## src/rtl/core/ufg_pkg.sv

```systemverilog
// shared constants, codes and helpers of the udp frame generator
package ufg_pkg;

  // operation codes on the input channel
  localparam logic [1:0] OP_TICK  = 2'd0;
  localparam logic [1:0] OP_START = 2'd1;
  localparam logic [1:0] OP_STOP  = 2'd2;

  // configuration register indexes
  localparam int CFG_IDX_W  = 3;
  localparam int CFG_DATA_W = 48;
  localparam logic [CFG_IDX_W-1:0] REG_DEST_MAC    = 3'd0;
  localparam logic [CFG_IDX_W-1:0] REG_SOURCE_MAC  = 3'd1;
  localparam logic [CFG_IDX_W-1:0] REG_SOURCE_IP   = 3'd2;
  localparam logic [CFG_IDX_W-1:0] REG_DEST_IP     = 3'd3;
  localparam logic [CFG_IDX_W-1:0] REG_FRAME_LEN   = 3'd4;
  localparam logic [CFG_IDX_W-1:0] REG_FRAME_TOTAL = 3'd5;
  localparam logic [CFG_IDX_W-1:0] REG_GAP_TICKS   = 3'd6;

  // field widths
  localparam int FLEN_CFG_W = 14;
  localparam int CNT_W      = 32;
  localparam int CSUM_W     = 16;

  // frame geometry
  localparam int MAX_FRAME_DEF = 9018;
  localparam int MIN_FRAME     = 14 + 20 + 8;

  // reset values
  localparam logic [47:0]      DEST_MAC_RST    = 48'h0080_C879_B3CB;
  localparam int               FRAME_LEN_RST   = 60;
  localparam logic [CNT_W-1:0] FRAME_TOTAL_RST = 32'd100000;

  // address table: one entry per address register
  localparam int ADR_DEPTH = 4;
  localparam int ADR_AW    = 2;
  localparam int ADR_W     = 48;

  localparam logic [ADR_AW-1:0] ENT_DEST_MAC   = 2'd0;
  localparam logic [ADR_AW-1:0] ENT_SOURCE_MAC = 2'd1;
  localparam logic [ADR_AW-1:0] ENT_SOURCE_IP  = 2'd2;
  localparam logic [ADR_AW-1:0] ENT_DEST_IP    = 2'd3;

  // which address entry feeds a given header byte
  function automatic logic [ADR_AW-1:0] adr_entry(input logic [5:0] i);
    logic [ADR_AW-1:0] e;
    case (i) inside
      [6'd0:6'd5]:   e = ENT_DEST_MAC;
      [6'd6:6'd11]:  e = ENT_SOURCE_MAC;
      [6'd26:6'd29]: e = ENT_SOURCE_IP;
      [6'd30:6'd33]: e = ENT_DEST_IP;
      default:       e = ENT_DEST_MAC;
    endcase
    return e;
  endfunction

  // value an entry holds before its first write
  function automatic logic [ADR_W-1:0] adr_reset(input logic [ADR_AW-1:0] e);
    return (e == ENT_DEST_MAC) ? DEST_MAC_RST : '0;
  endfunction

endpackage

```

## src/rtl/core/udp_frame_generator.sv

```systemverilog
// top level of the udp frame generator
// - input channel (in_valid/in_ready) carries one command per transfer:
//   tick, start run or stop run, plus the sink_ready flag of that tick
// - every input transfer yields exactly one result transfer on the out_
//   channel: an optional frame byte with last flag, the frames sent count,
//   busy and stopped status
// - configuration is a plain write port (cfg_we, cfg_index, cfg_wdata);
//   writes are dropped while a run is in progress
// output register and throughput
// - each result is registered on its input transfer; one input
//   transfer per cycle sustained while out_ready is high, the output
//   register frees itself in the same cycle it is taken
// - header address bytes come from a 4-entry address ram, prefetched at
//   the next byte offset so its registered read never holds up a byte
// reset
// - synchronous on rst_n; address ram entries read as their reset values
//   until written, no clearing pass; run is idle
// stall
// - with out_valid high and out_ready low, in_ready drops and all run
//   state holds until the result is taken
module udp_frame_generator #(
  parameter int MAX_FRAME = ufg_pkg::MAX_FRAME_DEF,
  localparam int LEN_W = $clog2(MAX_FRAME + 1)
) (
  input  logic                             clk,
  input  logic                             rst_n,
  // input channel
  input  logic                             in_valid,
  output logic                             in_ready,
  input  logic [1:0]                       in_operation,
  input  logic                             in_sink_ready,
  // result channel
  output logic                             out_valid,
  input  logic                             out_ready,
  output logic [7:0]                       out_frame_byte,
  output logic                             out_byte_valid,
  output logic                             out_frame_last,
  output logic [ufg_pkg::CNT_W-1:0]        out_frames_sent,
  output logic                             out_busy_res,
  output logic                             out_run_stopped,
  // configuration port
  input  logic                             cfg_we,
  input  logic [ufg_pkg::CFG_IDX_W-1:0]    cfg_index,
  input  logic [ufg_pkg::CFG_DATA_W-1:0]   cfg_wdata
);

  // run phases
  localparam logic [1:0] PH_IDLE = 2'd0;
  localparam logic [1:0] PH_SEND = 2'd1;
  localparam logic [1:0] PH_GAP  = 2'd2;

  localparam int CW = ufg_pkg::CNT_W;
  localparam int AW = ufg_pkg::ADR_AW;

  // run state
  logic [1:0]                  phase_r, phase_nxt;
  logic [LEN_W-1:0]            idx_r, idx_nxt;
  logic [CW-1:0]               gap_r, gap_nxt;
  logic [CW-1:0]               left_r, left_nxt;
  logic [CW-1:0]               sent_r, sent_nxt;
  logic [ufg_pkg::CSUM_W-1:0]  csum_r, csum_nxt;
  logic                        stop_r, stop_nxt;

  // scalar config kept in flops, plus folded ip address sums
  logic [LEN_W-1:0]            flen_r, flen_nxt;
  logic [CW-1:0]               ftotal_r, ftotal_nxt;
  logic [CW-1:0]               gapcfg_r, gapcfg_nxt;
  logic [15:0]                 src_sum_r, src_sum_nxt;
  logic [15:0]                 dst_sum_r, dst_sum_nxt;

  // address ram side
  logic [ufg_pkg::ADR_DEPTH-1:0] adr_vld_r, adr_vld_nxt;
  logic                        adr_we;
  logic [AW-1:0]               adr_waddr;
  logic [ufg_pkg::ADR_W-1:0]   adr_wdata;
  logic [AW-1:0]               adr_raddr;
  logic [ufg_pkg::ADR_W-1:0]   ram_rdata;
  logic [AW-1:0]               rd_addr_r;
  logic                        rd_vld_r;
  logic                        byp_r;
  logic [ufg_pkg::ADR_W-1:0]   byp_data_r;
  logic [ufg_pkg::ADR_W-1:0]   adr_word;

  // output register
  logic                        out_valid_r;
  logic [7:0]                  ob_r, ob_nxt;
  logic                        obv_r, obv_nxt;
  logic                        olast_r, olast_nxt;

  logic                        in_fire;
  logic                        cfg_ok;
  logic [7:0]                  hdr_byte;
  logic                        at_end;
  logic [31:0]                 len_wr;
  logic [16:0]                 ip_hi_lo;
  logic [18:0]                 cs_total;
  logic [16:0]                 cs_fold;
  logic [15:0]                 cs_sum;

  assign in_ready = !out_valid_r || out_ready;
  assign in_fire  = in_valid && in_ready;
  assign cfg_ok   = cfg_we && (phase_r == PH_IDLE);

  // ---------------------------------------------------------------
  // configuration
  // ---------------------------------------------------------------
  assign len_wr   = 32'(cfg_wdata[ufg_pkg::FLEN_CFG_W-1:0]);
  assign ip_hi_lo = 17'(cfg_wdata[31:16]) + 17'(cfg_wdata[15:0]);

  always_comb begin
    flen_nxt    = flen_r;
    ftotal_nxt  = ftotal_r;
    gapcfg_nxt  = gapcfg_r;
    src_sum_nxt = src_sum_r;
    dst_sum_nxt = dst_sum_r;
    if (cfg_ok) begin
      case (cfg_index)
        ufg_pkg::REG_FRAME_LEN: begin
          // saturate into the legal frame range
          if (len_wr < 32'(ufg_pkg::MIN_FRAME)) begin
            flen_nxt = LEN_W'(ufg_pkg::MIN_FRAME);
          end else if (len_wr > 32'(MAX_FRAME)) begin
            flen_nxt = LEN_W'(MAX_FRAME);
          end else begin
            flen_nxt = LEN_W'(len_wr);
          end
        end
        ufg_pkg::REG_FRAME_TOTAL: begin
          // a zero count is dropped
          if (cfg_wdata[CW-1:0] != '0) begin
            ftotal_nxt = cfg_wdata[CW-1:0];
          end
        end
        ufg_pkg::REG_GAP_TICKS: gapcfg_nxt = cfg_wdata[CW-1:0];
        ufg_pkg::REG_SOURCE_IP: src_sum_nxt = ip_hi_lo[15:0] + 16'(ip_hi_lo[16]);
        ufg_pkg::REG_DEST_IP:   dst_sum_nxt = ip_hi_lo[15:0] + 16'(ip_hi_lo[16]);
        default: ;
      endcase
    end
  end

  // address registers live in the ram; indexes 0..3 map onto entries
  assign adr_we    = cfg_ok && (cfg_index <= ufg_pkg::REG_DEST_IP);
  assign adr_waddr = AW'(cfg_index);
  assign adr_wdata = (cfg_index >= ufg_pkg::REG_SOURCE_IP) ?
                     {16'h0000, cfg_wdata[31:0]} : cfg_wdata;

  always_comb begin
    adr_vld_nxt = adr_vld_r;
    if (adr_we) begin
      adr_vld_nxt[adr_waddr] = 1'b1;
    end
  end

  // ---------------------------------------------------------------
  // ip header checksum at start: one's-complement sum, end-around carry
  // ---------------------------------------------------------------
  assign cs_total = 19'(16'h4500) + 19'(16'h0311)
                  + 19'(16'(flen_r) - 16'd14)
                  + 19'(src_sum_r) + 19'(dst_sum_r);
  assign cs_fold  = 17'(cs_total[15:0]) + 17'(cs_total[18:16]);
  assign cs_sum   = cs_fold[15:0] + 16'(cs_fold[16]);

  // ---------------------------------------------------------------
  // run control
  // ---------------------------------------------------------------
  assign at_end = ((LEN_W+1)'(idx_r) + (LEN_W+1)'(1)) >= (LEN_W+1)'(flen_r);

  always_comb begin
    phase_nxt = phase_r;
    idx_nxt   = idx_r;
    gap_nxt   = gap_r;
    left_nxt  = left_r;
    sent_nxt  = sent_r;
    csum_nxt  = csum_r;
    stop_nxt  = stop_r;
    ob_nxt    = ob_r;
    obv_nxt   = obv_r;
    olast_nxt = olast_r;
    if (in_fire) begin
      ob_nxt    = 8'h00;
      obv_nxt   = 1'b0;
      olast_nxt = 1'b0;
      case (in_operation)
        ufg_pkg::OP_START: begin
          // start from idle only, no byte on this transfer
          if (phase_r == PH_IDLE) begin
            csum_nxt  = ~cs_sum;
            left_nxt  = ftotal_r;
            sent_nxt  = '0;
            stop_nxt  = 1'b0;
            idx_nxt   = '0;
            gap_nxt   = '0;
            phase_nxt = PH_SEND;
          end
        end
        ufg_pkg::OP_STOP: begin
          // partial frame is dropped and not counted
          if (phase_r != PH_IDLE) begin
            phase_nxt = PH_IDLE;
            stop_nxt  = 1'b1;
          end
        end
        default: begin
          if (phase_r == PH_SEND) begin
            if (in_sink_ready) begin
              ob_nxt  = hdr_byte;
              obv_nxt = 1'b1;
              if (at_end) begin
                olast_nxt = 1'b1;
                sent_nxt  = sent_r + CW'(1);
                left_nxt  = left_r - CW'(1);
                idx_nxt   = '0;
                if (left_r == CW'(1)) begin
                  phase_nxt = PH_IDLE;
                end else if (gapcfg_r != '0) begin
                  gap_nxt   = gapcfg_r;
                  phase_nxt = PH_GAP;
                end
              end else begin
                idx_nxt = idx_r + LEN_W'(1);
              end
            end
          end else if (phase_r == PH_GAP) begin
            // gap ticks count whether or not the sink is ready
            gap_nxt = gap_r - CW'(1);
            if (gap_r == CW'(1)) begin
              phase_nxt = PH_SEND;
            end
          end
        end
      endcase
    end
  end

  // ---------------------------------------------------------------
  // address ram, read ahead at the next byte offset
  // ---------------------------------------------------------------
  assign adr_raddr = ufg_pkg::adr_entry(idx_nxt[5:0]);

  ufg_ram #(
    .WIDTH (ufg_pkg::ADR_W),
    .DEPTH (ufg_pkg::ADR_DEPTH)
  ) u_adr_ram (
    .clk   (clk),
    .we    (adr_we),
    .waddr (adr_waddr),
    .wdata (adr_wdata),
    .raddr (adr_raddr),
    .rdata (ram_rdata)
  );

  // forward a write that lands on the entry being read, unwritten
  // entries read as their reset value
  assign adr_word = byp_r    ? byp_data_r :
                    rd_vld_r ? ram_rdata  : ufg_pkg::adr_reset(rd_addr_r);

  ufg_hdr #(
    .LEN_W (LEN_W)
  ) u_hdr (
    .idx       (idx_r),
    .adr_word  (adr_word),
    .frame_len (flen_r),
    .csum      (csum_r),
    .hdr_byte  (hdr_byte)
  );

  // ---------------------------------------------------------------
  // registers
  // ---------------------------------------------------------------
  always_ff @(posedge clk) begin
    if (!rst_n) begin
      phase_r     <= PH_IDLE;
      idx_r       <= '0;
      gap_r       <= '0;
      left_r      <= '0;
      sent_r      <= '0;
      csum_r      <= '0;
      stop_r      <= 1'b0;
      flen_r      <= LEN_W'(ufg_pkg::FRAME_LEN_RST);
      ftotal_r    <= ufg_pkg::FRAME_TOTAL_RST;
      gapcfg_r    <= '0;
      src_sum_r   <= '0;
      dst_sum_r   <= '0;
      adr_vld_r   <= '0;
      rd_vld_r    <= 1'b0;
      byp_r       <= 1'b0;
      out_valid_r <= 1'b0;
    end else begin
      phase_r     <= phase_nxt;
      idx_r       <= idx_nxt;
      gap_r       <= gap_nxt;
      left_r      <= left_nxt;
      sent_r      <= sent_nxt;
      csum_r      <= csum_nxt;
      stop_r      <= stop_nxt;
      flen_r      <= flen_nxt;
      ftotal_r    <= ftotal_nxt;
      gapcfg_r    <= gapcfg_nxt;
      src_sum_r   <= src_sum_nxt;
      dst_sum_r   <= dst_sum_nxt;
      adr_vld_r   <= adr_vld_nxt;
      rd_vld_r    <= adr_vld_r[adr_raddr];
      byp_r       <= adr_we && (adr_waddr == adr_raddr);
      if (in_fire) begin
        out_valid_r <= 1'b1;
      end else if (out_ready) begin
        out_valid_r <= 1'b0;
      end
    end
  end

  // payload registers
  always_ff @(posedge clk) begin
    rd_addr_r  <= adr_raddr;
    byp_data_r <= adr_wdata;
    ob_r       <= ob_nxt;
    obv_r      <= obv_nxt;
    olast_r    <= olast_nxt;
  end

  assign out_valid       = out_valid_r;
  assign out_frame_byte  = ob_r;
  assign out_byte_valid  = obv_r;
  assign out_frame_last  = olast_r;
  // status follows the run state, which only moves on an input transfer
  assign out_frames_sent = sent_r;
  assign out_busy_res    = (phase_r != PH_IDLE);
  assign out_run_stopped = stop_r;

endmodule

```

## src/rtl/core/ufg_ram.sv

```systemverilog
// generic single-write, single-read ram with registered read
module ufg_ram #(
  parameter int WIDTH = 8,
  parameter int DEPTH = 4,
  localparam int AW = (DEPTH > 1) ? $clog2(DEPTH) : 1
) (
  input  logic             clk,
  input  logic             we,
  input  logic [AW-1:0]    waddr,
  input  logic [WIDTH-1:0] wdata,
  input  logic [AW-1:0]    raddr,
  output logic [WIDTH-1:0] rdata
);

  logic [WIDTH-1:0] mem [DEPTH];

  always_ff @(posedge clk) begin
    if (we) begin
      mem[waddr] <= wdata;
    end
    rdata <= mem[raddr];
  end

endmodule

```

## src/rtl/core/ufg_hdr.sv

```systemverilog
// header byte formatter: byte of the frame at a given offset
module ufg_hdr #(
  parameter int LEN_W = 14
) (
  input  logic [LEN_W-1:0]              idx,
  input  logic [ufg_pkg::ADR_W-1:0]     adr_word,
  input  logic [LEN_W-1:0]              frame_len,
  input  logic [ufg_pkg::CSUM_W-1:0]    csum,
  output logic [7:0]                    hdr_byte
);

  logic [5:0]  i6;
  logic        in_hdr;
  logic [15:0] ip_len;
  logic [15:0] udp_len;
  logic [2:0]  sh;
  logic [7:0]  adr_byte;
  logic [7:0]  b;

  assign i6      = idx[5:0];
  assign in_hdr  = idx < LEN_W'(ufg_pkg::MIN_FRAME);
  assign ip_len  = 16'(frame_len) - 16'd14;
  assign udp_len = 16'(frame_len) - 16'd34;

  // byte position inside the address word, most significant first
  always_comb begin
    case (i6) inside
      [6'd0:6'd5]:   sh = 3'(6'd5 - i6);
      [6'd6:6'd11]:  sh = 3'(6'd11 - i6);
      [6'd26:6'd29]: sh = 3'(6'd29 - i6);
      [6'd30:6'd33]: sh = 3'(6'd33 - i6);
      default:       sh = 3'd0;
    endcase
  end

  assign adr_byte = 8'(adr_word >> {sh, 3'b000});

  always_comb begin
    case (i6) inside
      [6'd0:6'd11], [6'd26:6'd33]: b = adr_byte;
      6'd12:         b = 8'h08;
      6'd14:         b = 8'h45;
      6'd16:         b = ip_len[15:8];
      6'd17:         b = ip_len[7:0];
      6'd22:         b = 8'd3;
      6'd23:         b = 8'd17;
      6'd24:         b = csum[15:8];
      6'd25:         b = csum[7:0];
      6'd35, 6'd37:  b = 8'd9;
      6'd38:         b = udp_len[15:8];
      6'd39:         b = udp_len[7:0];
      default:       b = 8'h00;
    endcase
  end

  // payload past the headers is all zero
  assign hdr_byte = in_hdr ? b : 8'h00;

endmodule

```

## config.mk

```make
export PLATFORM = sky130hd
export DESIGN_NAME = udp_frame_generator
export DESIGN_NICKNAME = d
export VERILOG_FILES = /design/src/rtl/core/ufg_pkg.sv /design/src/rtl/core/udp_frame_generator.sv /design/src/rtl/core/ufg_ram.sv /design/src/rtl/core/ufg_hdr.sv
export SDC_FILE = /design/constraint.sdc
export NUM_CORES = 1
export LEC_CHECK = 0
export BUFFER_PORTS_ARGS = -buffer_cell sky130_fd_sc_hd__buf_2
export CAP_MARGIN = 20
export CORE_ASPECT_RATIO = 2
export CORE_UTILIZATION = 45
export DETAILED_ROUTE_END_ITERATION = 8
export PLACE_DENSITY_LB_ADDON = 0.25
export SYNTH_ARGS = -nofsm -noshare
export SYNTH_HDL_FRONTEND = slang
export SYNTH_HIERARCHICAL = 1
export SYNTH_SLANG_ARGS = --single-unit
export TNS_END_PERCENT = 1
```

## constraint.sdc

```tcl
create_clock -name clk -period 7.85 [get_ports clk]
set_input_delay 2.355 -clock clk [delete_from_list [all_inputs] [get_ports clk]]
set_output_delay 2.355 -clock clk [all_outputs]
set_load 0.02 [all_outputs]
```

==> results.sh <==
export IMPL_setup_viol=0
export IMPL_h_tree_depth=2
export IMPL_crit_required_ns=8.37
export IMPL_placed_area_mm2=0.02829
export IMPL_post_route_cells_drive_above_1_share=0.1281
export IMPL_postSynthAreaPerCell_um2=10.05
export IMPL_diodes=0
export IMPL_ir_drop_v=0.0001985
export IMPL_r2r_cells=31
export IMPL_path_delay_family="simple AND/OR/NAND/NOR gates"
export IMPL_finish_utilization=0.5089
export IMPL_fin_skew_ns=0.03348
export IMPL_ant_nets=0
export IMPL_rrSetupSlack_ns=0.66
export IMPL_ys_warnings_count=6
export IMPL_status="finished, final reports clean"
export IMPL_die_width_um=175.0
export IMPL_die_area_mm2=0.06090
export IMPL_nNetsFinal=2904
export IMPL_cap_violations=0
export IMPL_antenna_found_initial=1
export IMPL_hold_path_startpoint="left_r[27]"
export IMPL_whs_endpoint="left_r[27]"
export IMPL_pre_cts_slack_ns=0.1171
export IMPL_rsz0062_at_grt="false"
export IMPL_min_delay_path_class="reg -> reg"
export IMPL_slowest_stage="fa_1"
export IMPL_async_flop_share=0
export IMPL_drc=0
export IMPL_crit_arrival_ns=7.71
export IMPL_path_class="reg -> reg"
export IMPL_clockBufferDepth=3
export IMPL_fin_area_mm2=0.03008
export IMPL_syn_inst=2679
export IMPL_power_density_mw_per_mm2=217.9
export IMPL_finalWirelength_um=80590
export IMPL_crit_top_cell="ha_1"
export IMPL_overflow=0
export IMPL_max_stage_delay_ns=0.46
export IMPL_grt_pass1_wl_um=122200
export IMPL_synth_seq_cells=546
export IMPL_area_growth_pct=11.69
export IMPL_cp_max_fo=7
export IMPL_period_needed_ns=7.188
export IMPL_num_vias=21100
export IMPL_die_y_um=348.0
export IMPL_clk_latency_ns=0.62
export IMPL_wl_met1_um=29650
export IMPL_layout_common_cells="dfxtp_1, nor2_1, nand2_1"
export IMPL_path_clk_slew_ns=0.07
export IMPL_wl_per_cell_um=22.71
export IMPL_hold_viol_final=0
export IMPL_cp_end_kind="flop"
export IMPL_gp_congestion=0.9529
export IMPL_tns_ns=0
export IMPL_setup_ws_ns=0.6618
export IMPL_grt_max_degree=131
export IMPL_port_buffer_count=104
export IMPL_seq_area_frac_synth=0.4809
export IMPL_synth_nets=2843
export IMPL_synth_edf_count=202
export IMPL_fmax_mhz=139.1
export IMPL_numPlacedInstances=3457
export IMPL_wl_met2_um=40750
export IMPL_synth_cell_area_mm2=0.02693
export IMPL_grt_pass1_vias=21080
export IMPL_layout_commonest_cell="dfxtp_1"
export IMPL_dr_pass1_iters=6
export IMPL_finalPower_mw=6.555
export IMPL_fin_cells=3548
export IMPL_viasPerCell=5.946
export IMPL_hold_path_depth=2
export IMPL_slew_headroom=0.2877
export IMPL_grt_usage=0.2624
export IMPL_io_pins=105
export IMPL_cts_tree="built"
export IMPL_worst_slew_pin_slew_ns=1.068
export IMPL_dr_wl_met3_um=3485
export IMPL_fin_crit_sh=0.9157
export IMPL_postSynth_topFlopCell="dfxtp_1"
export IMPL_slew_violations=0
export IMPL_coreArea_mm2=0.05912
export IMPL_path_buf_inv=4
export IMPL_reg2reg_from="flen_r[1]"
export IMPL_r2r_end="csum_r[9]"
export IMPL_cts_setup_buffers=0
export IMPL_clock_sinks=546
export IMPL_cts_hold_buf=0
export IMPL_cellLeakagePower_nw=11.54
export IMPL_hold_ws_ns=0.4507
export IMPL_cp_start_kind="flop"
export IMPL_start_util=0.4556
export IMPL_dp_hpwl_um=56340
export IMPL_core_rowCount=126
export IMPL_drtIter0Drc=1315
export IMPL_ys_types=106
export IMPL_clock_root_buffer="clkbuf_16"
export IMPL_top_layer_used="met5"
export IMPL_cts_buffers=49
==> tightest hold or removal path: stages (launching register included) <==
cell and delay, ns:
dfxtp_1 0.31, nand2_1 0.05, a21oi_1 0.05
==> state kept, by name, summed over array words and instances (netlist names), 8 cells and up <==
| signal | flops |
|---|---|
| left_r | 32 |
| u_adr_ram/mem | 192 |
| out_frames_sent | 32 |
| ftotal_r | 32 |
| gapcfg_r | 32 |
| flen_r | 14 |
| src_sum_r | 16 |
| out_frame_byte | 8 |
| csum_r | 16 |
| byp_data_r | 48 |
| gap_r | 32 |
| u_adr_ram/rdata | 48 |
| dst_sum_r | 16 |
| idx_r | 14 |
==> how the worst max path moves through the flow <==
stage	startpoint	to	slack, ns	cells after the start
2_1_floorplan	flen_r[2]	csum_r[9]	0.91	30
3_3_place_gp	flen_r[1]	csum_r[9]	0.19	31
3_5_place_dp	flen_r[1]	csum_r[9]	0.12	31
4_1_cts	flen_r[1]	csum_r[9]	0.07	31
5_1_grt	flen_r[1]	csum_r[9]	0.11	31
6_report	flen_r[1]	csum_r[9]	0.66	31
==> power by group <==
| part | internal (mW) | leakage, nW | switching [mW] |
|---|---|---|---|
| Clock | 1.52 | 0.868 | 1.12 |
| Sequential | 3.01 | 4.69 | 0.0428 |
| Combinational | 0.296 | 5.98 | 0.565 |
| Total | 4.83 | 11.5 | 1.73 |
==> layout make-up <==
cell class / instances / area, um2
Sequential cell: 546 / 12950
Timing Repair Buffer: 152 / 945.9
Clock inverter: 30 / 431.7
Tap cell: 768 / 960.9
Clock buffer: 61 / 1341
Inverter: 120 / 452.9
Fill cell: 5326 / 29040
Multi-Input combinational cell: 1871 / 13000
==> layer usage <==
metal  vias up  track usage
met1     10200       0.2805
met4         2       0.2023
met2       715       0.4682
met3       258      0.02941
li1       9922            -
met5         -            0
==> kinds of logic (layout without fill, tap and decap cells) <==
| logic type | after synthesis | count (layout) | share of synthesized area |
|---|---|---|---|
| simple gates | 879 | 879 | 0.1584 |
| compound gates | 646 | 646 | 0.1607 |
| fa+ha+maj | 105 | 105 | 0.05379 |
| buf+inv | 262 | 363 | 0.04004 |
| mux | 115 | 115 | 0.06522 |
| xor+xnor | 126 | 126 | 0.04097 |
| flops | 546 | 546 | 0.4809 |
==> cell usage after synthesis, types with 8 or more instances <==
master    count  area, um2
a221o_1      21      210.2
nand3_1      59      295.3
mux2i_1      63      630.6
xor2_1       52      455.4
ha_1         87       1089
xnor2_1      74      648.1
mux4_2       48       1081
buf_2        15      75.07
nand2_1     225      844.6
a21o_1       22      165.2
o22ai_1       9      56.30
nor2_1      271       1017
and3_1       28      175.2
nor4_1       50      312.8
buf_1         8      30.03
a211oi_1     51      382.9
a22o_1       33      289.0
o21a_1       14      105.1
and4_1        8      70.07
nand2b_1     17      106.4
clkbuf_1    106      397.9
edfxtp_1    202       6066
or2_2        10      62.56
fa_1         18      360.4
nand4_1      21      131.4
inv_1       117      439.2
and2_1       34      212.7
dfxtp_1     344       6887
o21ai_0     134      670.6
nor3_1       62      310.3
a21oi_1     187      935.9
a31oi_1      19      118.9
or3_1        23      143.9
o31ai_1      11      82.58
nor2b_1      21      131.4
a22oi_1      32      240.2
==> what timing repair did <==
action | in CTS | in global routing
gates resized for setup | 0 | 5
setup endpoints to repair | 0 | 14
endpoints found under the hold margin | 0 | 0
(Power assumes the default switching activity.)
